`config.mk`:
```
export PLATFORM = sky130hd
export DESIGN_NAME = float_to_decimal_text
export DESIGN_NICKNAME = d
export VERILOG_FILES = /design/src/hw/rtl/ftdt_pkg.sv /design/src/hw/rtl/ftdt_ctrl.sv /design/src/hw/rtl/ftdt_datapath.sv /design/src/hw/rtl/float_to_decimal_text.sv
export SDC_FILE = /design/constraint.sdc
export NUM_CORES = 1
export LEC_CHECK = 0
export ABC_AREA = 0
export BUFFER_PORTS_ARGS = -buffer_cell sky130_fd_sc_hd__buf_2
export CELL_PAD_IN_SITES_DETAIL_PLACEMENT = 0
export CELL_PAD_IN_SITES_GLOBAL_PLACEMENT = 1
export CORE_MARGIN = 10
export CORE_UTILIZATION = 50
export DETAILED_ROUTE_END_ITERATION = 7
export PLACE_DENSITY = 0.89
export SYNTH_ARGS = -nofsm -noshare
export SYNTH_HDL_FRONTEND = slang
export SYNTH_SLANG_ARGS = --single-unit
```
`constraint.sdc`:
```
create_clock -name clock -period 6.58 [get_ports clock]
set_clock_uncertainty 0.05 [all_clocks]
set_input_delay 0.658 -clock clock [delete_from_list [all_inputs] [get_ports clock]]
set_output_delay 0.658 -clock clock [all_outputs]
set_load 0.02 [all_outputs]
```
`src/hw/rtl/ftdt_pkg.sv`:
```
// Package for the float-to-decimal text converter.
// Constants, ASCII codes, controller state encoding, command and status structs.
// No dependencies.
package ftdt_pkg;

   localparam int MANT_W          = 24;
   localparam int EXP_W           = 8;
   localparam int INT_BITS        = 128;
   localparam int INT_CNT_W       = $clog2(INT_BITS + 2);
   localparam int BCD_DIGITS      = 39;
   localparam int BCD_W           = 4 * BCD_DIGITS;
   localparam int DIG_CNT_W       = $clog2(BCD_DIGITS + 1);
   localparam int FRAC_W          = 149;
   localparam int POS_W           = 6;
   localparam int CHAR_W          = 8;
   localparam int FRAC_DIGITS_DEF = 2;

   localparam logic [EXP_W-1:0] EXP_SPECIAL  = 8'hFF;
   localparam logic [EXP_W-1:0] EXP_SUBNORM  = 8'h00;
   localparam logic [EXP_W-1:0] EXP_BIAS_M1  = 8'd126;
   localparam logic [EXP_W-1:0] EXP_ALL_INT  = 8'd150;

   localparam logic [CHAR_W-1:0] CHAR_ZERO  = 8'h30;
   localparam logic [CHAR_W-1:0] CHAR_MINUS = 8'h2D;
   localparam logic [CHAR_W-1:0] CHAR_POINT = 8'h2E;
   localparam logic [CHAR_W-1:0] CHAR_NONE  = 8'h00;

   typedef enum logic [6:0] {
      ST_IDLE    = 7'b0000001,
      ST_CONVERT = 7'b0000010,
      ST_SIGN    = 7'b0000100,
      ST_INT     = 7'b0001000,
      ST_POINT   = 7'b0010000,
      ST_FRAC    = 7'b0100000,
      ST_ERR     = 7'b1000000
   } state_type;

   typedef struct packed {
      logic load;
      logic dabble;
      logic emit_sign;
      logic emit_int;
      logic emit_point;
      logic emit_frac;
      logic emit_err;
   } cmd_type;

   typedef struct packed {
      logic special;
      logic dabble_done;
      logic int_last;
      logic frac_none;
      logic frac_last;
   } status_type;

endpackage

```
`src/hw/rtl/ftdt_ctrl.sv`:
```
// Controller state machine of the float-to-decimal text converter.
// Depends on ftdt_pkg; drives commands to ftdt_datapath, reads its status.
module ftdt_ctrl
   import ftdt_pkg::*;
(
   input  logic       clock,
   input  logic       reset,
   input  logic       start,
   output logic       busy,
   input  status_type status,
   output cmd_type    cmd
);

   state_type state_ff, state_in;

   always_ff @(posedge clock) begin
      if (reset) begin
         state_ff <= ST_IDLE;
      end else begin
         state_ff <= state_in;
      end
   end

   always_comb begin
      state_in = state_ff;
      cmd      = '0;
      unique case (state_ff)
         ST_IDLE: begin
            if (start) begin
               cmd.load = 1'b1;
               state_in = ST_CONVERT;
            end
         end
         ST_CONVERT: begin
            priority if (status.special) begin
               state_in = ST_ERR;
            end else if (status.dabble_done) begin
               state_in = ST_SIGN;
            end else begin
               cmd.dabble = 1'b1;
            end
         end
         ST_SIGN: begin
            cmd.emit_sign = 1'b1;
            state_in      = ST_INT;
         end
         ST_INT: begin
            cmd.emit_int = 1'b1;
            if (status.int_last) begin
               state_in = ST_POINT;
            end
         end
         ST_POINT: begin
            cmd.emit_point = 1'b1;
            state_in       = status.frac_none ? ST_IDLE : ST_FRAC;
         end
         ST_FRAC: begin
            cmd.emit_frac = 1'b1;
            if (status.frac_last) begin
               state_in = ST_IDLE;
            end
         end
         ST_ERR: begin
            cmd.emit_err = 1'b1;
            state_in     = ST_IDLE;
         end
         default: begin
            state_in = ST_IDLE;
         end
      endcase
   end

   assign busy = (state_ff != ST_IDLE);

endmodule

```
`src/hw/rtl/ftdt_datapath.sv`:
```
// Datapath of the float-to-decimal text converter: bit-serial double dabble,
// fraction times-ten unit, character output register. Depends on ftdt_pkg.
module ftdt_datapath
   import ftdt_pkg::*;
#(
   parameter int FRAC_DIGITS = FRAC_DIGITS_DEF
)(
   input  logic              clock,
   input  logic              reset,
   input  logic [31:0]       req_value_bits,
   input  cmd_type           cmd,
   output status_type        status,
   output logic              rsp_valid,
   output logic [CHAR_W-1:0] rsp_char_code,
   output logic [POS_W-1:0]  rsp_position,
   output logic              rsp_last,
   output logic              rsp_error
);

   localparam int FCNT_W = $clog2(FRAC_DIGITS + 2);

   logic [EXP_W-1:0]     exp_field;
   logic [MANT_W-1:0]    mant_full;
   logic [EXP_W-1:0]     frac_shamt;

   logic [MANT_W-1:0]    mant_ff, mant_in;
   logic [INT_CNT_W-1:0] bits_ff, bits_in;
   logic [BCD_W-1:0]     bcd_ff, bcd_in;
   logic [BCD_W-1:0]     bcd_adj;
   logic [DIG_CNT_W-1:0] dig_ff, dig_in;
   logic                 started_ff, started_in;
   logic                 neg_ff, neg_in;
   logic                 special_ff, special_in;
   logic [FRAC_W-1:0]    frac_ff, frac_in;
   logic [FRAC_W+3:0]    frac_prod;
   logic [FCNT_W-1:0]    fcnt_ff, fcnt_in;
   logic [POS_W-1:0]     pos_ff, pos_in;

   logic                 valid_ff, valid_in;
   logic [CHAR_W-1:0]    char_ff, char_in;
   logic [POS_W-1:0]     opos_ff, opos_in;
   logic                 last_ff, last_in;
   logic                 err_ff, err_in;

   logic [3:0]           top_digit;
   logic                 show_digit;

   assign exp_field  = req_value_bits[30:23];
   assign mant_full  = {exp_field != EXP_SUBNORM, req_value_bits[22:0]};
   assign frac_shamt = (exp_field == EXP_SUBNORM) ? '0 : exp_field - 8'd1;

   always_comb begin
      for (int d = 0; d < BCD_DIGITS; d++) begin
         bcd_adj[4*d +: 4] = (bcd_ff[4*d +: 4] > 4'd4) ? bcd_ff[4*d +: 4] + 4'd3
                                                       : bcd_ff[4*d +: 4];
      end
   end

   assign frac_prod  = {frac_ff, 3'b000} + {2'b00, frac_ff, 1'b0};
   assign top_digit  = bcd_ff[BCD_W-1 -: 4];
   assign show_digit = started_ff | (top_digit != 4'd0) | (dig_ff == DIG_CNT_W'(1));

   always_comb begin
      mant_in    = mant_ff;
      bits_in    = bits_ff;
      bcd_in     = bcd_ff;
      dig_in     = dig_ff;
      started_in = started_ff;
      neg_in     = neg_ff;
      special_in = special_ff;
      frac_in    = frac_ff;
      fcnt_in    = fcnt_ff;
      pos_in     = pos_ff;
      valid_in   = 1'b0;
      char_in    = char_ff;
      opos_in    = pos_ff;
      last_in    = 1'b0;
      err_in     = 1'b0;

      if (cmd.load) begin
         mant_in    = mant_full;
         bits_in    = (exp_field > EXP_BIAS_M1) ?
                      INT_CNT_W'(exp_field - EXP_BIAS_M1) : '0;
         bcd_in     = '0;
         dig_in     = DIG_CNT_W'(BCD_DIGITS);
         started_in = 1'b0;
         neg_in     = req_value_bits[31] & (mant_full != '0);
         special_in = (exp_field == EXP_SPECIAL);
         frac_in    = (exp_field < EXP_ALL_INT) ?
                      FRAC_W'({{(FRAC_W-MANT_W){1'b0}}, mant_full} << frac_shamt) : '0;
         fcnt_in    = FCNT_W'(FRAC_DIGITS);
         pos_in     = '0;
      end

      if (cmd.dabble) begin
         bcd_in  = {bcd_adj[BCD_W-2:0], mant_ff[MANT_W-1]};
         mant_in = {mant_ff[MANT_W-2:0], 1'b0};
         bits_in = bits_ff - 1'b1;
      end

      if (cmd.emit_sign && neg_ff) begin
         valid_in = 1'b1;
         char_in  = CHAR_MINUS;
         pos_in   = pos_ff + 1'b1;
      end

      if (cmd.emit_int) begin
         bcd_in = {bcd_ff[BCD_W-5:0], 4'd0};
         dig_in = dig_ff - 1'b1;
         if (show_digit) begin
            started_in = 1'b1;
            valid_in   = 1'b1;
            char_in    = CHAR_ZERO + CHAR_W'(top_digit);
            pos_in     = pos_ff + 1'b1;
         end
      end

      if (cmd.emit_point) begin
         valid_in = 1'b1;
         char_in  = CHAR_POINT;
         last_in  = (fcnt_ff == '0);
         pos_in   = pos_ff + 1'b1;
      end

      if (cmd.emit_frac) begin
         valid_in = 1'b1;
         char_in  = CHAR_ZERO + CHAR_W'(frac_prod[FRAC_W+3 -: 4]);
         last_in  = (fcnt_ff == FCNT_W'(1));
         frac_in  = frac_prod[FRAC_W-1:0];
         fcnt_in  = fcnt_ff - 1'b1;
         pos_in   = pos_ff + 1'b1;
      end

      if (cmd.emit_err) begin
         valid_in = 1'b1;
         char_in  = CHAR_NONE;
         opos_in  = '0;
         last_in  = 1'b1;
         err_in   = 1'b1;
      end
   end

   always_ff @(posedge clock) begin
      if (reset) begin
         valid_ff <= 1'b0;
      end else begin
         valid_ff <= valid_in;
      end
   end

   always_ff @(posedge clock) begin
      mant_ff    <= mant_in;
      bits_ff    <= bits_in;
      bcd_ff     <= bcd_in;
      dig_ff     <= dig_in;
      started_ff <= started_in;
      neg_ff     <= neg_in;
      special_ff <= special_in;
      frac_ff    <= frac_in;
      fcnt_ff    <= fcnt_in;
      pos_ff     <= pos_in;
      char_ff    <= char_in;
      opos_ff    <= opos_in;
      last_ff    <= last_in;
      err_ff     <= err_in;
   end

   assign status.special     = special_ff;
   assign status.dabble_done = (bits_ff == '0);
   assign status.int_last    = (dig_ff == DIG_CNT_W'(1));
   assign status.frac_none   = (fcnt_ff == '0);
   assign status.frac_last   = (fcnt_ff == FCNT_W'(1));

   assign rsp_valid     = valid_ff;
   assign rsp_char_code = char_ff;
   assign rsp_position  = opos_ff;
   assign rsp_last      = last_ff;
   assign rsp_error     = err_ff;

endmodule

```
`src/hw/rtl/float_to_decimal_text.sv`:
```
// Top level of the float-to-decimal text converter.
// Depends on ftdt_pkg, ftdt_ctrl and ftdt_datapath.
//
//   channel   ports                                 handshake
//   request   req_value_bits                        start & !busy
//   response  rsp_char_code rsp_position rsp_last   rsp_valid, one cycle, no stall
//             rsp_error
//
// One number goes through a load, a dabble step for each integer bit of the value (0..128,
// bit-serial double dabble over a 39-digit BCD register), a step to leave the conversion,
// a sign step, a scan over the 39 BCD digits, a point step and the FRAC_DIGITS fraction digits.
// Infinity or NaN go from the load to a single error character.
// Each character is registered and shown for one cycle.
// Synchronous active-high reset returns the controller to idle and drops rsp_valid.
module float_to_decimal_text
   import ftdt_pkg::*;
#(
   parameter int FRAC_DIGITS = FRAC_DIGITS_DEF
)(
   input  logic              clock,
   input  logic              reset,
   input  logic              start,
   output logic              busy,
   input  logic [31:0]       req_value_bits,
   output logic              rsp_valid,
   output logic [CHAR_W-1:0] rsp_char_code,
   output logic [POS_W-1:0]  rsp_position,
   output logic              rsp_last,
   output logic              rsp_error
);

   cmd_type    cmd;
   status_type status;

   ftdt_ctrl u_ctrl (
      .clock  (clock),
      .reset  (reset),
      .start  (start),
      .busy   (busy),
      .status (status),
      .cmd    (cmd)
   );

   ftdt_datapath #(
      .FRAC_DIGITS (FRAC_DIGITS)
   ) u_datapath (
      .clock          (clock),
      .reset          (reset),
      .req_value_bits (req_value_bits),
      .cmd            (cmd),
      .status         (status),
      .rsp_valid      (rsp_valid),
      .rsp_char_code  (rsp_char_code),
      .rsp_position   (rsp_position),
      .rsp_last       (rsp_last),
      .rsp_error      (rsp_error)
   );

endmodule

```
# Yosys cells after proc, flatten, opt, wreduce, memory -nomap -nowiden
# Cells that the tools add are included.
# W data, S select, Z words.
dict set report classes {
  add_sub_neg 48
  magnitude_cmp 41
  eq_ne 15
  n_shift 1
  mux 95
  bitwise 3
  n_reduce_logical 12
}
# op n
set op_table {}
lappend op_table {{$mux W156} 3}
lappend op_table {{$mux W149} 3}
lappend op_table {{$gt A4 B3 Y1 const B} 39}
lappend op_table {{$add A152 B150 Y153} 1}
lappend op_table {{$add A4 B2 Y4 const B} 38}
lappend op_table {{$mux W4} 38}
lappend op_table {{$shl A24 B8 Y149} 1}
lappend op_table {{$mux W8} 9}
lappend op_table {{$mux W6} 9}
lappend op_table {{$mux W24} 2}
lappend op_table {{$pmux W7 S6} 1}
lappend op_table {{$mux W7} 5}
lappend op_table {{$reduce_bool A24 Y1} 1}
lappend op_table {{$mux W1} 22}
lappend op_table {{$logic_not A8 Y1} 2}
lappend op_table {{$sub A8 B1 Y8 const B} 2}
lappend op_table {{$add A6 B4 Y7 const A} 2}
lappend op_table {{$eq A8 B8 Y1 const B} 1}
lappend op_table {{$gt A8 B7 Y1 const B} 1}
lappend op_table {{$lt A8 B8 Y1 const B} 1}
lappend op_table {{$reduce_bool A8 Y1} 1}
lappend op_table {{$sub A8 B7 Y8 const B} 1}
lappend op_table {{$eq A7 B1 Y1 const B} 1}
lappend op_table {{$eq A7 B2 Y1 const B} 1}
lappend op_table {{24 further kinds} 30}
dict set report totals {
  ff_bits 378
  inputBits 35
}

# Longest topological paths before layout
dict set report logic_depth {
  depth_word 9
  ltp_mapped 15
}

# By module
# From an unflattened synthesis, not the netlist that was laid out.
dict set report unflattened {
  cells_unflattened 3861
  area_unflattened_um2 31353.8
}
# module n_inst cells_each area_each_um2 seq_area_each_um2
set by_module_without_submodules {}
lappend by_module_without_submodules {ftdt_datapath 1 3812 30944.7 10850.4}
lappend by_module_without_submodules {ftdt_ctrl 1 49 409.1 140.1}

# Least setup slack after synthesis
# Ideal clock, no wire load.
dict set report synth_path {
  path_kind {register -> register}
  start {reg u_ctrl.state_ff[2]}
  end {reg u_datapath.bcd_ff[100], enable pin}
  setup_ns 0.506
  arrival_time_ns 4.720
  required_ns 6.024
  path_slack_ns 1.304
  path_stages_with_launch 9
  cell_sequence {dfxtp_1 > or2_2 > nor4_1 > nand3b_1 > inv_1 > nand2_1 > nand2_1 > nor2_1 > inv_1}
}
dict set report synth_via {
  elab_chain_cells 3
  elab_cells_between_ends 7
}
# element line_no
set synth_rtl {}
lappend synth_rtl {{start, declared} ftdt_ctrl.sv:14} ;# state_type state_ff, state_in;
lappend synth_rtl {{start signal, assigned} ftdt_ctrl.sv:20} ;# state_ff <= state_in;
lappend synth_rtl {{$eq A7 B4 Y1, or another cell as far along} ftdt_ctrl.sv:27} ;# unique case (state_ff)
lappend synth_rtl {{$mux W1} ftdt_ctrl.sv:27}
lappend synth_rtl {{$reduce_bool A3 Y1 (no line) *} -}
lappend synth_rtl {{end signal, assigned} ftdt_datapath.sv:154} ;# bcd_ff <= bcd_in;
lappend synth_rtl {{end, declared} ftdt_datapath.sv:28} ;# logic [BCD_W-1:0] bcd_ff, bcd_in;
# Mark *: on every way between the ends. The rest lies on a longest branch, timed or not.
# A chain may end at the register's enable or synchronous reset.

# Worst setup path in the final report
dict set report layout_path {
  start {reg u_datapath.frac_ff[11]}
  end {reg u_datapath.frac_ff[137] (data pin)}
}
dict set report layout_via {
  elab_chain_cells 2
}
# element line_no
set layout_rtl {}
lappend layout_rtl {{start, declared} ftdt_datapath.sv:34} ;# logic [FRAC_W-1:0] frac_ff, frac_in;
lappend layout_rtl {{start signal, assigned} ftdt_datapath.sv:159} ;# frac_ff <= frac_in;
lappend layout_rtl {{$add A152 B150 Y153} ftdt_datapath.sv:59} ;# assign frac_prod = {frac_ff, 3'b000} + {2'b00, frac_ff, 1'b0};
lappend layout_rtl {{$mux W149} ftdt_datapath.sv:125} ;# if (cmd.emit_frac) begin
lappend layout_rtl {{via u_datapath.frac_in[137]} ftdt_datapath.sv:34}
# The timed path passes the listed nets, and every way through them passes these cells.

==> impl_results.md <==
* Syn Inst Count at 3717
* Design Area, Final at 32920 um2
* Post-synth top cells: 434 x nand2_1, 431 x a21oi_1, 342 x edfxtp_1
* Final min period at 4830 ps
* Syn Nets at 3950
* GR Overflow Total at 0
* Clock tree from TritonCTS: done
* Pwr dens at 322.5 nW/um2
* Static Leakage at 12.12 nW
* Largest net degree at the start of global routing at 152
* Post-synth EDFFs at 342
* Post-Route WL at 99470 um
* Cell Area, Synth at 30750 um2
* Placed Area at 31490 um2
* H-tree depth at 2
* CTS Sinks at 378
* # setup viols final at 0
* RSZ-0062 raised after global routing: false
* Met3 usage at 3.876%
* DR WL/cell at 22.27 um
* Final hold violations at 0
* WP data arrival at 5100 ps
* Asr flop ratio synth at 0%
* Top cell type's share of synthesized area at 33.40%
* Startpoint of the worst hold path: reset
* Status: finished, final reports clean
* Post-CTS Setup Repair Bufs at 0
* Top post-synthesis cells by area: edfxtp_1 33%, ha_1 8.0%, a21oi_1 7.0%
* Area grow syn2layout at 7.048%
* Ys Warns at 0
* IO Pins at 53
* Peak supply drop at 0.2507 mV
* Final period utilization at 73.41%
* DIE AREA at 71820 um2
* Total GRT Usage at 26.84%
* Post-synth top area cell: edfxtp_1
* Initial antenna violation count at 1
* Vias in the first global route at 26630
* Reg2Reg Depth at 12
* Hold Path Class: input port to register
* Achievable Freq at 0.2070 GHz
* Met2 Use GR at 41.11%
* Post-CTS sizing at 0
* Tightest Pin Transition at 1438 ps
* Share of layout cells above drive strength 1 at 5.593%
* Max cap viols at 0
* Fin worst setup slack at 1750 ps
* WHS Path Cells at 2
* Startpoint class of the critical path: register
* Met1 Usage GRT at 37.31%
* Critical Path RT at 6850 ps
* Seq/Total Area, Yosys at 35.74%
* Synth cell types at 90
* Worst r2r src: u_datapath.frac_ff[11]
* Final ANT Viol Nets at 0
* Setup TNS at 0 ps
* Routed vias at 28950
* CP Class: register to register
* # hold bufs at CTS at 0
* Syn Area/Cell at 8.272 um2
* Die Y at 268.0 um
* Crit-path max FO at 10
* Slew headroom at 3.281%
* Core ar. at 60580 um2
* Bufs on Longest Clock Path at 3
* DRC viols at 0
* Final Max Tran Viols at 0
* Post-layout nets at 3883
* CP endpoint kind: register
* Hold Path Sink: u_ctrl.state_ff[5]
* Worst-Skew Late Latency at 600 ps
* First-pass GRT wire length at 153100 um
* Primary FF master, synth: edfxtp_1
* Initial Util at 50.75%
* HPWL Detailed at 75450 um
* Grt peak-use layer: met2
* Number of iterations in the first detailed-routing pass at 6
* Worst R2R End: u_datapath.frac_ff[137]
* Hold WS at 317.1 ps
* Yosys reg bits at 378
* DP Worst Slack at 1409 ps
* Chip width at 268.0 um
* Number of port buffers at 52
* Most common cell in the netlist: nand2_1
* Placement Rows at 90
* Clock-pin slew on the worst setup and hold paths at 60 ps
* GP Congestion at 1.030
* Setup slack, reg-to-reg at 1750 ps
* Vias per cell at 6.481
* Root buf cell: clkbuf_16
* DR iter-0 viols at 3417
* TritonCTS Buffers at 44
* Power, Total at 10.61 mW
## sequential cells by signal (all words and copies together) (netlist names)
signal                    flops
u_datapath.rsp_valid          1
u_datapath.mant_ff           24
u_datapath.rsp_error          1
u_ctrl.state_ff               7
u_datapath.dig_ff             6
u_datapath.rsp_char_code      8
u_datapath.neg_ff             1
u_datapath.special_ff         1
u_datapath.pos_ff             6
u_datapath.frac_ff          149
u_datapath.fcnt_ff            2
u_datapath.rsp_last           1
u_datapath.rsp_position       6
u_datapath.bits_ff            8
u_datapath.started_ff         1
u_datapath.bcd_ff           156
## power by group
| group | switching, mW | internal (mW) |
|---|---|---|
| clock | 1.05 | 1.43 |
| sequential | 0.334 | 3.16 |
| combinational | 3.07 | 1.56 |
## cell families (layout without fill, tap and decap cells)
family,count (synthesis),after routing,synth area share [%]
AO/OA/AOI/OAI,1329,1329,25.75
AND/OR/NAND/NOR,1180,1180,18.03
flip-flops,378,378,35.74
buffers and inverters,371,337,4.675
adder cells (fa/ha/maj),198,198,8.081
XOR/XNOR,195,195,5.554
multiplexers,66,66,2.173
other,0,1,0
## worst max path at each step
stage	from	end	slack [ps]	cells after the start
floorplan	u_ctrl.state_ff[2]	u_datapath.bcd_ff[100]	1300	8
finish	u_datapath.frac_ff[11]	u_datapath.frac_ff[137]	1750	12
CTS	u_datapath.frac_ff[11]	u_datapath.frac_ff[137]	1970	12
detailed placement	req_value_bits[23]	u_datapath.frac_ff[58]	1410	14
global placement	req_value_bits[23]	u_datapath.frac_ff[90]	1600	14
global route	req_value_bits[23]	u_datapath.frac_ff[58]	1650	14
## cells in the final DEF (no fill, tap or decap), drive strengths merged, types with 41 or more instances in the layout
cell      n
nand2   436
a21oi   434
o21ai   390
edfxtp  342
nor2    288
ha      197
inv     178
o22ai   164
xnor2   133
nand4    91
nor3     90
buf      82
xor2     62
mux2i    60
nand3    56
a21o     56
clkbuf   51
nor3b    41
## area by class of cell
type                            instances  area, um2
Antenna cell                            1      2.502
Sequential cell                       378      10990
Multi-Input combinational cell       2968      18350
Clock buffer                           51       1127
Inverter                              176      665.6
Tap cell                              782      978.4
Timing Repair Buffer                   82      498.0
Fill cell                            5766      27670
Clock inverter                         28      299.0
## per-layer routing
metal	vias to the layer above	share of wire, %
li1	13740	-
met3	244	9.0
met4	0	4.7
met2	1348	43
met1	13620	43
met5	-	0
## per-stage QoR
stage	util [%]	std cells
finish	54.33	4466
global route	54.33	4465
CTS	54.33	4465
detailed placement	51.97	4386
global placement	51.97	4386
floorplan	-	3717
## critical path, cell delays in order (launching register included)
cell,delay (ps)
edfxtp_1,430
ha_1,450
a21o_1,220
a31oi_1,190
or3b_1,380
o211ai_1,420
a211oi_1,300
o31ai_1,790
a21oi_1,320
o21ai_1,380
nand3_1,160
xnor2_1,320
o22ai_1,140
Note: power is estimated with default switching activity, not from simulation.
